**config.mk**
```make
export PLATFORM = sky130hd
export DESIGN_NAME = oneshot_timer_table_inactivity_sleep_unit
export DESIGN_NICKNAME = d
export VERILOG_FILES = /design/src/rtl/otts_pkg.sv /design/src/rtl/otts_ctrl.sv /design/src/rtl/otts_dp.sv /design/src/rtl/oneshot_timer_table_inactivity_sleep_unit.sv
export SDC_FILE = /design/constraint.sdc
export NUM_CORES = 1
export LEC_CHECK = 0
export BUFFER_PORTS_ARGS = -buffer_cell sky130_fd_sc_hd__buf_4
export CORE_MARGIN = 3
export CORE_UTILIZATION = 30
export DETAILED_ROUTE_END_ITERATION = 10
export SETUP_SLACK_MARGIN = 0.2
export SKIP_LAST_GASP = 1
export SYNTH_ARGS = -nofsm -noshare
export SYNTH_HDL_FRONTEND = slang
export SYNTH_SLANG_ARGS = --single-unit
export TNS_END_PERCENT = 20
```
**constraint.sdc**
```tcl
create_clock -name clock -period 8.5 [get_ports clock]
set_input_delay 1.275 -clock clock [delete_from_list [all_inputs] [get_ports clock]]
set_output_delay 1.275 -clock clock [all_outputs]
set_load 0.01 [all_outputs]
```
**src/rtl/otts_pkg.sv**
```systemverilog
`timescale 1ns / 1ps
// ----------------------------------------------------------------------------
// otts_pkg
// Types, constants and codes shared by the one-shot timer table and
// inactivity sleep unit.
// ----------------------------------------------------------------------------
package otts_pkg;

   localparam int TIMER_SLOTS   = 16;
   localparam int SERVICE_COUNT = 16;
   localparam int SLOT_W        = (TIMER_SLOTS > 1) ? $clog2(TIMER_SLOTS) : 1;

   localparam int SEC_PER_MINUTE = 60;
   localparam int MS_PER_SECOND  = 1000;
   localparam int MS_PER_MINUTE  = SEC_PER_MINUTE * MS_PER_SECOND;

   localparam int READY_W  = 16;
   localparam logic [READY_W-1:0] SVC_MASK = (SERVICE_COUNT >= READY_W) ?
      {READY_W{1'b1}} : READY_W'((64'd1 << SERVICE_COUNT) - 64'd1);

   localparam logic [SLOT_W-1:0] LAST_SLOT  = SLOT_W'(TIMER_SLOTS - 1);
   localparam logic [31:0]       LIMIT_RST  = 32'(MS_PER_MINUTE);

   // Configuration register indexes
   localparam int CSR_IDX_W  = 2;
   localparam int CSR_DATA_W = 16;
   localparam logic [CSR_IDX_W-1:0] CSR_INACTIVITY = 2'd0;
   localparam logic [CSR_IDX_W-1:0] CSR_REG_MASK   = 2'd1;

   typedef enum logic [1:0] {
      KIND_TICK     = 2'd0,
      KIND_ACTIVITY = 2'd1,
      KIND_SERVICE  = 2'd2,
      KIND_SCHEDULE = 2'd3
   } kind_type;

   typedef struct packed {
      kind_type    kind;
      logic [3:0]  service_index;
      logic        ready_req;
      logic [15:0] delay_minutes;
      logic [7:0]  event_id;
   } req_type;

   typedef struct packed {
      logic       fired;
      logic [7:0] fired_id;
      logic       sleep_request;
      logic       table_full;
      logic       last;
   } rsp_type;

   typedef enum logic [1:0] {
      ST_IDLE,
      ST_SCAN,
      ST_STATUS,
      ST_EXEC
   } state_type;

   typedef struct packed {
      logic load;         // capture the accepted request
      logic scan_step;    // process one timer slot
      logic status_step;  // bump inactivity, emit tick status
      logic exec_step;    // perform a non-tick request
   } cmd_type;

   typedef struct packed {
      kind_type in_kind;  // kind on the request port
      logic     out_free; // output register can take a result this cycle
      logic     scan_last;
   } sts_type;

endpackage

```
**src/rtl/otts_ctrl.sv**
```systemverilog
`timescale 1ns / 1ps
// ----------------------------------------------------------------------------
// otts_ctrl
// Sequencer: accepts one request, walks the slot scan for ticks or runs other
// requests, and steps only when the output register has room.
// ----------------------------------------------------------------------------
module otts_ctrl import otts_pkg::*; (
   input  logic    clock,
   input  logic    reset,
   input  logic    req_valid,
   output logic    req_ready,
   input  sts_type sts,
   output cmd_type cmd
);

   state_type state_ff, state_in;

   always_ff @(posedge clock) begin
      if (reset) begin
         state_ff <= ST_IDLE;
      end else begin
         state_ff <= state_in;
      end
   end

   always_comb begin
      state_in = state_ff;
      unique case (state_ff)
         ST_IDLE: begin
            if (req_valid) begin
               state_in = (sts.in_kind == KIND_TICK) ? ST_SCAN : ST_EXEC;
            end
         end
         ST_SCAN: begin
            if (sts.out_free && sts.scan_last) begin
               state_in = ST_STATUS;
            end
         end
         ST_STATUS: begin
            if (sts.out_free) begin
               state_in = ST_IDLE;
            end
         end
         ST_EXEC: begin
            if (sts.out_free) begin
               state_in = ST_IDLE;
            end
         end
         default: begin
            state_in = ST_IDLE;
         end
      endcase
   end

   always_comb begin
      req_ready = 1'b0;
      cmd       = '0;
      unique case (state_ff)
         ST_IDLE: begin
            req_ready = 1'b1;
            cmd.load  = req_valid;
         end
         ST_SCAN: begin
            cmd.scan_step = sts.out_free;
         end
         ST_STATUS: begin
            cmd.status_step = sts.out_free;
         end
         ST_EXEC: begin
            cmd.exec_step = sts.out_free;
         end
         default: begin
            req_ready = 1'b0;
         end
      endcase
   end

endmodule

```
**src/rtl/otts_dp.sv**
```systemverilog
`timescale 1ns / 1ps
// ----------------------------------------------------------------------------
// otts_dp
// Datapath: timer slot registers, inactivity counter, ready bits, control
// registers and the result output register.
// ----------------------------------------------------------------------------
module otts_dp import otts_pkg::*; (
   input  logic                  clock,
   input  logic                  reset,
   input  req_type               req_data,
   input  logic                  csr_valid,
   input  logic [CSR_IDX_W-1:0]  csr_index,
   input  logic [CSR_DATA_W-1:0] csr_data,
   input  logic                  rsp_ready,
   output logic                  rsp_valid,
   output rsp_type               rsp_data,
   input  cmd_type               cmd,
   output sts_type               sts
);

   req_type                req_ff;
   logic [SLOT_W-1:0]      scan_idx_ff, scan_idx_in;
   logic [TIMER_SLOTS-1:0] slot_valid_ff, slot_valid_in;
   logic [31:0]            slot_rem_ff [TIMER_SLOTS];
   logic [7:0]             slot_evt_ff [TIMER_SLOTS];
   logic [31:0]            inactive_ff, inactive_in;
   logic [READY_W-1:0]     ready_bits_ff, ready_bits_in;
   logic [15:0]            inact_min_ff;
   logic [15:0]            reg_mask_ff;
   logic [31:0]            limit_ff;
   logic                   rsp_valid_ff, rsp_valid_in;
   rsp_type                rsp_data_ff, rsp_data_in;

   logic              slot_we;
   logic [SLOT_W-1:0] slot_waddr;
   logic [31:0]       slot_wrem;
   logic [7:0]        slot_wevt;

   logic              out_free;
   logic [31:0]       cur_rem;
   logic [31:0]       dec_rem;
   logic              cur_valid;
   logic              any_free;
   logic [SLOT_W-1:0] free_idx;
   logic [31:0]       inc_inactive;
   logic              all_ready;

   assign out_free = !rsp_valid_ff || rsp_ready;

   assign cur_rem   = slot_rem_ff[scan_idx_ff];
   assign cur_valid = slot_valid_ff[scan_idx_ff];
   assign dec_rem   = (cur_rem != 32'd0) ? cur_rem - 32'd1 : cur_rem;

   // lowest free slot
   always_comb begin
      free_idx = '0;
      for (int i = TIMER_SLOTS - 1; i >= 0; i--) begin
         if (!slot_valid_ff[i]) begin
            free_idx = SLOT_W'(i);
         end
      end
   end
   assign any_free = ~&slot_valid_ff;

   assign inc_inactive = (inactive_ff == 32'hFFFF_FFFF) ? inactive_ff : inactive_ff + 32'd1;
   assign all_ready    = ((reg_mask_ff & SVC_MASK & ~ready_bits_ff) == '0);

   always_comb begin
      scan_idx_in   = scan_idx_ff;
      slot_valid_in = slot_valid_ff;
      inactive_in   = inactive_ff;
      ready_bits_in = ready_bits_ff;
      rsp_valid_in  = rsp_valid_ff && !rsp_ready;
      rsp_data_in   = rsp_data_ff;
      slot_we       = 1'b0;
      slot_waddr    = scan_idx_ff;
      slot_wrem     = dec_rem;
      slot_wevt     = req_ff.event_id;

      if (cmd.load) begin
         scan_idx_in = '0;
      end

      if (cmd.scan_step) begin
         scan_idx_in = scan_idx_ff + SLOT_W'(1);
         if (cur_valid) begin
            slot_we   = 1'b1;
            slot_wevt = slot_evt_ff[scan_idx_ff];
            if (dec_rem == 32'd0) begin
               // expire: free the slot and report it
               slot_valid_in[scan_idx_ff] = 1'b0;
               rsp_valid_in               = 1'b1;
               rsp_data_in                = '0;
               rsp_data_in.fired          = 1'b1;
               rsp_data_in.fired_id       = slot_evt_ff[scan_idx_ff];
            end
         end
      end

      if (cmd.status_step) begin
         inactive_in               = inc_inactive;
         rsp_valid_in              = 1'b1;
         rsp_data_in               = '0;
         rsp_data_in.sleep_request = (inc_inactive > limit_ff) && all_ready;
         rsp_data_in.last          = 1'b1;
      end

      if (cmd.exec_step) begin
         rsp_valid_in     = 1'b1;
         rsp_data_in      = '0;
         rsp_data_in.last = 1'b1;
         case (req_ff.kind)
            KIND_ACTIVITY: begin
               inactive_in = '0;
            end
            KIND_SERVICE: begin
               if (32'(req_ff.service_index) < 32'(SERVICE_COUNT)) begin
                  ready_bits_in[req_ff.service_index] = req_ff.ready_req;
               end
            end
            KIND_SCHEDULE: begin
               if (any_free) begin
                  slot_we                 = 1'b1;
                  slot_waddr              = free_idx;
                  slot_wrem               = 32'(req_ff.delay_minutes) * LIMIT_RST;
                  slot_wevt               = req_ff.event_id;
                  slot_valid_in[free_idx] = 1'b1;
               end else begin
                  rsp_data_in.table_full = 1'b1;
               end
            end
            default: begin
               rsp_data_in.last = 1'b1;
            end
         endcase
      end
   end

   always_ff @(posedge clock) begin
      if (reset) begin
         slot_valid_ff <= '0;
         inactive_ff   <= '0;
         ready_bits_ff <= '0;
         inact_min_ff  <= 16'd1;
         reg_mask_ff   <= '0;
         limit_ff      <= LIMIT_RST;
         rsp_valid_ff  <= 1'b0;
      end else begin
         slot_valid_ff <= slot_valid_in;
         inactive_ff   <= inactive_in;
         ready_bits_ff <= ready_bits_in;
         rsp_valid_ff  <= rsp_valid_in;
         limit_ff      <= 32'(inact_min_ff) * LIMIT_RST;
         if (csr_valid) begin
            unique case (csr_index)
               CSR_INACTIVITY: inact_min_ff <= csr_data;
               CSR_REG_MASK:   reg_mask_ff  <= csr_data;
               default: begin
                  inact_min_ff <= inact_min_ff;
               end
            endcase
         end
      end
   end

   always_ff @(posedge clock) begin
      if (cmd.load) begin
         req_ff <= req_data;
      end
      scan_idx_ff <= scan_idx_in;
      rsp_data_ff <= rsp_data_in;
      if (slot_we) begin
         slot_rem_ff[slot_waddr] <= slot_wrem;
         slot_evt_ff[slot_waddr] <= slot_wevt;
      end
   end

   assign rsp_valid     = rsp_valid_ff;
   assign rsp_data      = rsp_data_ff;
   assign sts.in_kind   = req_data.kind;
   assign sts.out_free  = out_free;
   assign sts.scan_last = (scan_idx_ff == LAST_SLOT);

endmodule

```
**src/rtl/oneshot_timer_table_inactivity_sleep_unit.sv**
```systemverilog
`timescale 1ns / 1ps
// ----------------------------------------------------------------------------
// oneshot_timer_table_inactivity_sleep_unit
// One-shot timer table and inactivity counter driven by millisecond ticks;
// reports expired timers and requests sleep.
// ----------------------------------------------------------------------------
//  channel   direction  payload    handshake
//  req_      in         req_type   req_valid / req_ready
//  rsp_      out        rsp_type   rsp_valid / rsp_ready
//  csr_      in         index,data csr_valid / csr_ready (always ready)
//
//  A tick is accepted, then walks the scan one slot per step, then gives
//  the status result. Other items are accepted, then executed.
//  Each scan or result step waits while the output register is held by
//  rsp_ready low; a new item is accepted while the last result waits.
//  Synchronous reset takes effect at once; no clearing pass is needed.
// ----------------------------------------------------------------------------
module oneshot_timer_table_inactivity_sleep_unit import otts_pkg::*; (
   input  logic                  clock,
   input  logic                  reset,
   input  logic                  req_valid,
   output logic                  req_ready,
   input  req_type               req_data,
   output logic                  rsp_valid,
   input  logic                  rsp_ready,
   output rsp_type               rsp_data,
   input  logic                  csr_valid,
   output logic                  csr_ready,
   input  logic [CSR_IDX_W-1:0]  csr_index,
   input  logic [CSR_DATA_W-1:0] csr_data
);

   cmd_type cmd;
   sts_type sts;

   assign csr_ready = 1'b1;

   otts_ctrl u_ctrl (
      .clock     (clock),
      .reset     (reset),
      .req_valid (req_valid),
      .req_ready (req_ready),
      .sts       (sts),
      .cmd       (cmd)
   );

   otts_dp u_dp (
      .clock     (clock),
      .reset     (reset),
      .req_data  (req_data),
      .csr_valid (csr_valid),
      .csr_index (csr_index),
      .csr_data  (csr_data),
      .rsp_ready (rsp_ready),
      .rsp_valid (rsp_valid),
      .rsp_data  (rsp_data),
      .cmd       (cmd),
      .sts       (sts)
   );

endmodule

```
Yosys cells after proc, flatten, opt, wreduce, memory -nomap -nowiden
Memory sizes are Yosys's and may differ from the RTL's. A register that Yosys moved wholly into a read port is not among the register bits.
Index checks and enable logic that the tools add are counted.
Word-level totals
  memories kept: 2
  word-level logic and storage cells: 163
  memory bits (writable): 640
  output and inout port bits: 15
  input bits: 54
  flip-flop bits (word level): 178
Operators by class
  $lt $le $gt $ge: 7
  add/subtract/negate cells: 3
  bitwise logic cells: 5
  reductions and logical operators: 32
  equal/unequal tests: 12
  multipliers: 2
  muxes and demuxes: 80
Memories
  u_dp.slot_rem_ff: words 16, bits a word 32, read ports 1, clocked after Yosys merged registers in 1, wr ports 1, RTL line otts_dp.sv:24  | logic [31:0] slot_rem_ff [TIMER_SLOTS];
  u_dp.slot_evt_ff: words 16, bits a word 8, read ports 1, clocked after Yosys merged registers in 1, wr ports 1, RTL line otts_dp.sv:25  | logic [7:0] slot_evt_ff [TIMER_SLOTS];
Operator list (number)
  two-way mux 32 bit: 8
  two-way mux 16 bit: 6
  two-way mux 4 bit: 23
  multiplier 16 x 11 -> 27 bit, second input constant: 2
  two-way mux 8 bit: 5
  adder 32 x 1 -> 32 bit, second input constant: 1
  AND 16 bit: 2
  equality test 32 bit, second input constant: 1
  greater-than comparator 32 bit: 1
  zero test 32 bit: 1
  inverter 16 bit: 2
  nonzero test 32 bit: 1
  subtractor 32 x 1 -> 32 bit, second input constant: 1
  two-way mux 1 bit: 23
  bitwise mux 16 bit: 1
  zero test 16 bit: 1
  OR 16 bit: 1
  AND reduction 16 bit: 1
  less-than comparator 4 x 5 -> 1 bit, second input constant: 3
  demux 1 bit (select 4 bit): 3
  greater-or-equal comparator 4 x 1 -> 1 bit, second input constant: 3
  two-way mux 3 bit: 4
  AND reduction 3 bit: 4
  two-way mux 2 bit: 5
  16 further kinds: 38

Depth between registers and ports, before layout
Gate-level depths: netlist of the first run.
  word-level depth: 24
  gate-level depth with buffers: 23
  depth with buffers taken out: 21

Hierarchy
From an unflattened synthesis of the first run, not the netlist that was laid out.
Unflattened totals
  cells, all modules: 2802
  area total of the unflattened synthesis: 40412.5 um^2
Modules (own cells, without submodules)
  otts_dp: sequential area each 23082.1 um^2, cells an instance 2783, instances 1, area each 40274.9 um^2
  otts_ctrl: sequential area each 40.0 um^2, cells an instance 17, instances 1, area each 126.4 um^2
  oneshot_timer_table_inactivity_sleep_unit: sequential area each 0.0 um^2, cells an instance 2, instances 1, area each 11.3 um^2

Worst setup path after synthesis of the first run
Ideal clock, no wire load.
  kind: flip-flop to flip-flop
  from: reg u_dp.req_ff[9] in the netlist's numbering
  to: mem u_dp.slot_rem_ff[0][31], data pin
  path slack: 2652 ps
  buffers on the path: 0
  clock period less this slack: 5848 ps
  setup time: 291 ps
  required time: 8209 ps
  data arrival time: 5557 ps
  stages on the path, launching flop included: 21
  cells stage by stage: edfxtp_1 -> inv_1 -> fa_1 -> inv_1 -> fa_1 -> fa_1 -> inv_1 -> fa_1 -> fa_1 -> inv_1 -> ha_1 -> and2_1 -> o21ai_0 -> o31a_1 -> a21boi_0 -> a21oi_1 -> o21ai_0 -> a2111o_1 -> a31oi_1 -> xnor2_1 -> a21oi_1
On the way
  cells in the longest elaborated chain, start to end: 4
Ends and longest elaborated chain
  start, declared: RTL line otts_dp.sv:21  | req_type req_ff;
  start signal, assigned: RTL line otts_dp.sv:168  | req_ff <= req_data;
  multiplier 16 x 11 -> 27 bit: RTL line otts_dp.sv:125  | slot_wrem = 32'(req_ff.delay_minutes) * LIMIT_RST;
  two-way mux 32 bit: RTL line otts_dp.sv:122  | if (any_free) begin
  two-way mux 32 bit: RTL line otts_dp.sv:112  | case (req_ff.kind)
  two-way mux 32 bit: RTL line otts_dp.sv:108  | if (cmd.exec_step) begin
  net u_dp.slot_wrem[31]: RTL line otts_dp.sv:36  | logic [31:0] slot_wrem;
  end, declared: RTL line otts_dp.sv:24
The timed path passes the listed nets, and every way through them passes these cells.

Worst setup path in the final report of the first run
  from: reg u_dp.req_ff[11] in the netlist's numbering
  to: mem u_dp.slot_rem_ff[9][31], data pin
Same word-level chain as after synthesis.

==> metrics.txt, run 1 <==
status=complete, no violations; io pins=69; H-tree level count=3; row count=approximately 130; post-CTS setup buffer count=0; Fillers=12655; initial antenna violation count=2; Distinct cells, synth=86; Tightest Hold Check Type=reg -> reg; Post-synth EDFFs=about 680; core area=132600 um2; Multi-input gate area=between 15000 and 20000 um2; Worst Path Required=8830 ps; largest net degree at the start of global routing=81; mux contribution to synthesized area=0.1056; Compound-Gate Fraction of Synth Area=0.06135; Async SR Flop Fraction=0; clk_lat worst skew=between 600 and 700 ps; final setup vio count=0; wire length of the first global-routing pass=148400 um; post-route setup TNS=0 ps; drt drc=0; Die X=~370 um; Placed Area=approximately 43000 um2; CTS tree=built; FF/Latch Area=~23000 um2; pwr dens=~270 nW/um2; Setup WS pre-CTS=just under 2000 ps; maximum capacitance violations=0; routability cong.=~0.84; Bufs on Longest Clock Path=3; Post-synth top flop=edfxtp_1; largest family of logic cells by synthesized area=adder cells; Final Net Count=approximately 3300; share of the synthesized area in the top cell type=0.5027; CP arrival=around 7000 ps; clock-pin slew on the worst setup and hold paths=60 ps; P_leak=between 15 and 20 nW; Initial Util=0.3045; cell accounting for the most synthesized area=edfxtp_1; Post-DP HPWL=approximately 62000 um; xor/xnor share of the synthesized area=0.02342; Setup crit start kind=flip-flop; Synth Instances=roughly 2800; Critical path origin=u_dp.req_ff[11]$_DFFE_PP_; top post-synthesis cells by area=edfxtp_1, mux4_2, dfxtp_1; simple-gate portion of the synthesized area=0.08468; Via-to-Cell Ratio=around 5.0; Fin. Hold Viols=0; final period utilization=0.7752; worst relative slew slack=0.07786; clk_skew=around 39 ps; Worst R2R Start=u_dp.req_ff[11]$_DFFE_PP_; PortBufs=67; Final WS setup=1911 ps; WL/cell=between 20 and 25 um; worst hold start=u_dp.rsp_data[2]$_SDFFE_PP0P_; Worst-Margin Slew=approximately 1400 ps; Die Height=between 300 and 400 um; final instance area=between 40000 and 50000 um2; Ys Warns=0; RSZ-0062 raised after global routing=no; gr ovfl total=0; Die ar.=approximately 140000 um2; worst vdd ir=between 150 and 200 uV; Slew Limit Fails=0; vias in the first global route=about 24000; layout cells sized above 1=0.1554; Root Driver=clkbuf_16; syn_area_per_cell=14.24 um2; area grow syn2layout=13.66%; Post-Route WL=~96000 um; register area share after synthesis=0.5726; via count=between 20000 and 25000; DR iter-0 viols=around 2100; Max Clk Rate=~150 MHz; Worst Setup End Kind=flip-flop; fin crit period=about 6600 ps; fin util=0.3461; Synth Net Count=3200; Hold-fix buffers, CTS=0; Routed Antenna Nets=0; gr usage total=0.1369; Crit Path Class=reg -> reg; Synth Cell Area=roughly 40000 um2; clock tree sinks=roughly 820; post-layout power=12.37 mW; #FFs+latches synth=817; Post-Synth Adder-Cell Area=0.1187; CTS resizes=0; TritonCTS Buffers=90; 1st-pass router iterations=7; critical-path maximum fanout=16
-- report_power, final --
part / switching (mW) / leakage (nW) / internal, mW
clock network: 1.61 / 1.39 / 2.23
registers: 0.113 / 7.25 / 4.78
logic: 2.18 / 7.52 / 1.45
-- path summary, 6_finish.rpt --
path / end / cells after the start / slack, ps
worst max register to register: u_dp.slot_rem_ff[9][31]$_DFFE_PP_ / 20 / 1910
worst max-delay path: u_dp.slot_rem_ff[9][31]$_DFFE_PP_ / 20 / 1910
worst min-delay path: u_dp.rsp_data[2]$_SDFFE_PP0P_ / 2 / 450
worst min register to register: u_dp.rsp_data[2]$_SDFFE_PP0P_ / 2 / 450
-- Yosys cell counts (all sizes together) (23+ instances only) --
cell and number:
fa 122, nor3 41, clkbuf 77, nand2 201, a21o 25, nand4 33
edfxtp 676, and3 30, a22oi 37, xnor2 66, xor2 42, or3 23
a21oi 125, ha 188, buf 36, o21ai 64, inv 212, dfxtp 141
nand2b 37, nor2 158, nand3 55, mux4 176
-- through the flow --
stage                     hold slack, ps  std cells
after global placement             440.0       4584
after CTS                          456.7       4740
after global routing               481.0       4740
after detailed placement           448.8       4584
after floorplan                    431.9       2836
final                              450.9       4741
-- worst max-delay path, cell delays in order (launching register included) --
cell and delay, ps:
edfxtp_1 480, inv_1 200, fa_1 440, inv_1 80, fa_1 420, fa_1 490
inv_1 50, fa_1 470, fa_1 520, inv_1 40, ha_1 330, and2_1 160
o21ai_0 200, o31a_1 220, a21boi_0 130, a21oi_1 240, o21ai_0 220, a2111o_1 450
a31oi_1 210, xnor2_1 130, a21oi_1 770
-- area by class of cell --
type,count,area share
inverters,213,0.01742
well taps,1755,0.04784
clock buffers,111,0.05147
repair buffers,106,0.01815
multi-input cells,1693,0.3496
flip-flops and latches,817,0.5040
diodes,1,0.00005452
clock inverters,45,0.01150
-- metal layers --
metal  up-vias  part of all wire  GRT usage
met1     11973              0.45     0.1902
met5         -                 0          0
met3       110             0.066    0.02734
met4         0             0.018    0.03428
met2       686              0.46     0.2197
li1      10829                 -          -
-- cells in the final DEF, fill, tap and decap left out, types with 54 or more instances in the layout --
cell and instances:
edfxtp_1 676, inv_1 211, nand2_1 201, ha_1 188, mux4_2 176, nor2_1 141, dfxtp_1 138, a21oi_1 125
fa_1 122, buf_4 103, clkbuf_16 91, xnor2_1 66, o21ai_0 58, nand3_1 54
-- flip-flops by register name (all words and copies together), names as in the netlist, 12 cells and up, named ones only --
| register | count |
|---|---|
| u_dp.reg_mask_ff | 16 |
| u_dp.req_ff | 31 |
| u_dp.ready_bits_ff | 16 |
| u_dp.limit_ff | 27 |
| u_dp.inact_min_ff | 16 |
| u_dp.rsp_data | 12 |
| u_dp.inactive_ff | 32 |
| u_dp.slot_evt_ff | 128 |
| u_dp.slot_valid_ff | 16 |
| u_dp.slot_rem_ff | 512 |
-- kinds of logic (layout without fill, tap and decap cells) --
family                     Yosys count  in the layout
DFF                                817            817
buffers and inverters              326            475
other                                1              2
AOI/OAI and AO/OA                  384            384
adders and majority gates          310            310
muxes                              205            205
and+or+nand+nor                    685            685
xor gates and xnor gates           108            108
Note: power is estimated with default switching activity, not from simulation.
==> run 2, diff against run 1 <==
==> constraint.sdc (replaced) <==
create_clock -name clock -period 6.4 [get_ports clock]
set_input_delay 0.96 -clock clock [delete_from_list [all_inputs] [get_ports clock]]
set_output_delay 0.96 -clock clock [all_outputs]
set_load 0.01 [all_outputs]
==> run 2 against run 1 <==
Against the previous run:
- non-clock buffer count up 51
- cell count increased by 0.97%
- flip-flop and latch count did not move
- first-iteration DRC count is 3.1% lower
- clock skew up 2.4 ps
- count of clock-buffer cells in the layout is 4 higher
- sequential share of layout area shrank 0.32 points
- utilization up 0.22 points
- total power is 32% higher
- critical endpoint is now u_dp.slot_rem_ff[5][30]$_DFFE_PP_
==> metrics.txt, run 2 (same netlist as run 1, synthesis figures left out) <==
commonest non-fill, non-tap cell in the layout=edfxtp_1; most used cell, CP=fa_1; initial antenna violation count=5; Largest regs=u_dp.slot_rem_ff x512, u_dp.slot_evt_ff x128, u_dp.inactive_ff x32; TritonCTS Buffers=85; worst hold start=u_dp.ready_bits_ff[13]$_SDFFE_PP0P_; Top reg by flops=u_dp.slot_rem_ff; clock-pin slew on the worst setup and hold paths=roughly 60 ps; critical-path maximum fanout=16; Max Clk Rate=166.5 MHz; Critical path origin=u_dp.req_ff[9]$_DFFE_PP_; routability cong.=~0.85; Hold-fix buffers, CTS=0; status=complete, no violations; Final Net Count=3331; Die ar.=139000 um2; largest net degree at the start of global routing=77; CP arrival=~6400 ps; FF/Latch Area=23130 um2; pwr dens=approximately 350 nW/um2; Crit path max-delay family=adder cells; Fillers=12660; via count=roughly 24000; post-CTS setup buffer count=0; Bufs on Longest Clock Path=3; Worst Setup End Kind=flip-flop; fin crit period=6004 ps; row count=about 130; Fin. Hold Viols=0; drt drc=0; clock tree sinks=a little over 800; Die X=between 300 and 400 um; worst vdd ir=254.6 uV; CTS tree=built; fin util=0.3483; Via-to-Cell Ratio=4.962; Cell Chain, Critical Path=buf_4 > fa_1 > fa_1 > fa_1 > inv_1 > fa_1 > fa_1 > inv_1 > ha_1 > nand3_1 > o31ai_1 > o2111ai_1 > a21boi_0 > o221ai_1 > a211oi_1 > a21oi_1 > xor2_1 > a21oi_2; wire length of the first global-routing pass=149500 um; gr ovfl total=0; Worst-Margin Slew=1348 ps; core area=roughly 130000 um2; final period utilization=0.9382; Root Driver=clkbuf_16; slowest CP cell=a21oi_2; number of flip-flops in the largest register=around 500; io pins=69; RSZ-0062 raised after global routing=yes; worst relative slew slack=0.09715; Worst R2R Start=u_dp.req_ff[9]$_DFFE_PP_; 1st-pass router iterations=5; Routed Antenna Nets=0; Crit Path Class=reg -> reg; Die Height=~370 um; layout cells sized above 1=0.1693; area grow syn2layout=14.39%; final setup vio count=0; gr usage total=0.1387; vias in the first global route=24149; post-route setup TNS=0 ps; Setup crit start kind=flip-flop; maximum capacitance violations=0; P_leak=about 16 nW; Slew Limit Fails=0; clk_lat worst skew=around 670 ps; clk_skew=between 40 and 50 ps; WL/cell=between 20 and 25 um; Initial Util=0.3045; DR iter-0 viols=around 2000; Tightest Hold Check Type=reg -> reg; H-tree level count=3; Multi-input gate area=roughly 16000 um2; Post-DP HPWL=roughly 63000 um; Worst Path Required=roughly 6700 ps; Post-Route WL=between 90000 and 100000 um; crit path buf inv count=3; commonest non-fill, non-tap cells in the layout=edfxtp_1, inv_1, nand2_1; CP peak stage delay=between 500 and 600 ps; PortBufs=67
==> run 2: cell count changes in the layout (fill, tap and decap cells not counted), sizes merged <==
| cell | delta |
|---|---|
| inv | -1 |
| buf | +51 |
| clkinv | -4 |
| clkbuf | +4 |
| bufinv | -4 |
==> run 2: cell type report <==
cell class	instances	share of cell area
inverter	213	0.01731
tap	1755	0.04754
multi-input combinational	1693	0.3476
timing repair buffer	157	0.02877
clock inverter	36	0.007666
sequential	817	0.5008
clock buffer	115	0.05025
antenna	1	0.00005417
==> run 2: through the flow <==
step                instances  total power [mW]  setup WS [ps]  hold slack (ps)  instance area (um2)
floorplan                2836             10.11          551.7            431.9                40380
global placement         4634             11.57          178.8            442.4                43500
detailed placement       4634             11.60          90.33            449.6                43500
CTS                      4785             16.45          71.01            435.8                46180
global route             4786             17.21          7.328            450.4                46190
finish                   4787             16.30          395.7            456.6                46190
==> run 2: path summary, 6_finish.rpt <==
| kind | to | slack (ps) | depth (start not counted) |
|---|---|---|---|
| worst max-delay path | u_dp.slot_rem_ff[5][30]$_DFFE_PP_ | 400 | 18 |
| worst min-delay path | u_dp.ready_bits_ff[13]$_SDFFE_PP0P_ | 460 | 2 |
| worst max register to register | u_dp.slot_rem_ff[5][30]$_DFFE_PP_ | 400 | 18 |
| worst min register to register | u_dp.ready_bits_ff[13]$_SDFFE_PP0P_ | 460 | 2 |
==> run 2: power by group <==
| group | switching, mW | internal [mW] |
|---|---|---|
| Clock | 2.08 | 2.72 |
| Sequential | 0.156 | 6.34 |
| Combinational | 2.93 | 2.08 |
| Total | 5.16 | 11.1 |
==> run 2: timing repair <==
action                     in CTS  in global routing
pin swaps                       0                  0
gates resized for setup         2                  1
setup endpoints to repair      64                 64
==> run 2: per-layer routing <==
| layer | global-route usage | share of wire |
|---|---|---|
| met4 | 0.03451 | 0.019 |
| met5 | 0 | 0.00020 |
| met3 | 0.02628 | 0.063 |
| met2 | 0.2204 | 0.47 |
| met1 | 0.1958 | 0.45 |
==> run 2: worst register-to-register path, cell delays in order (launching register included) <==
cell	delay, ps
edfxtp_1	380
buf_4	180
fa_1	530
fa_1	440
fa_1	490
inv_1	50
fa_1	470
fa_1	510
inv_1	40
ha_1	310
nand3_1	110
o31ai_1	370
o2111ai_1	230
a21boi_0	270
o221ai_1	260
a211oi_1	260
a21oi_1	110
xor2_1	150
a21oi_2	540
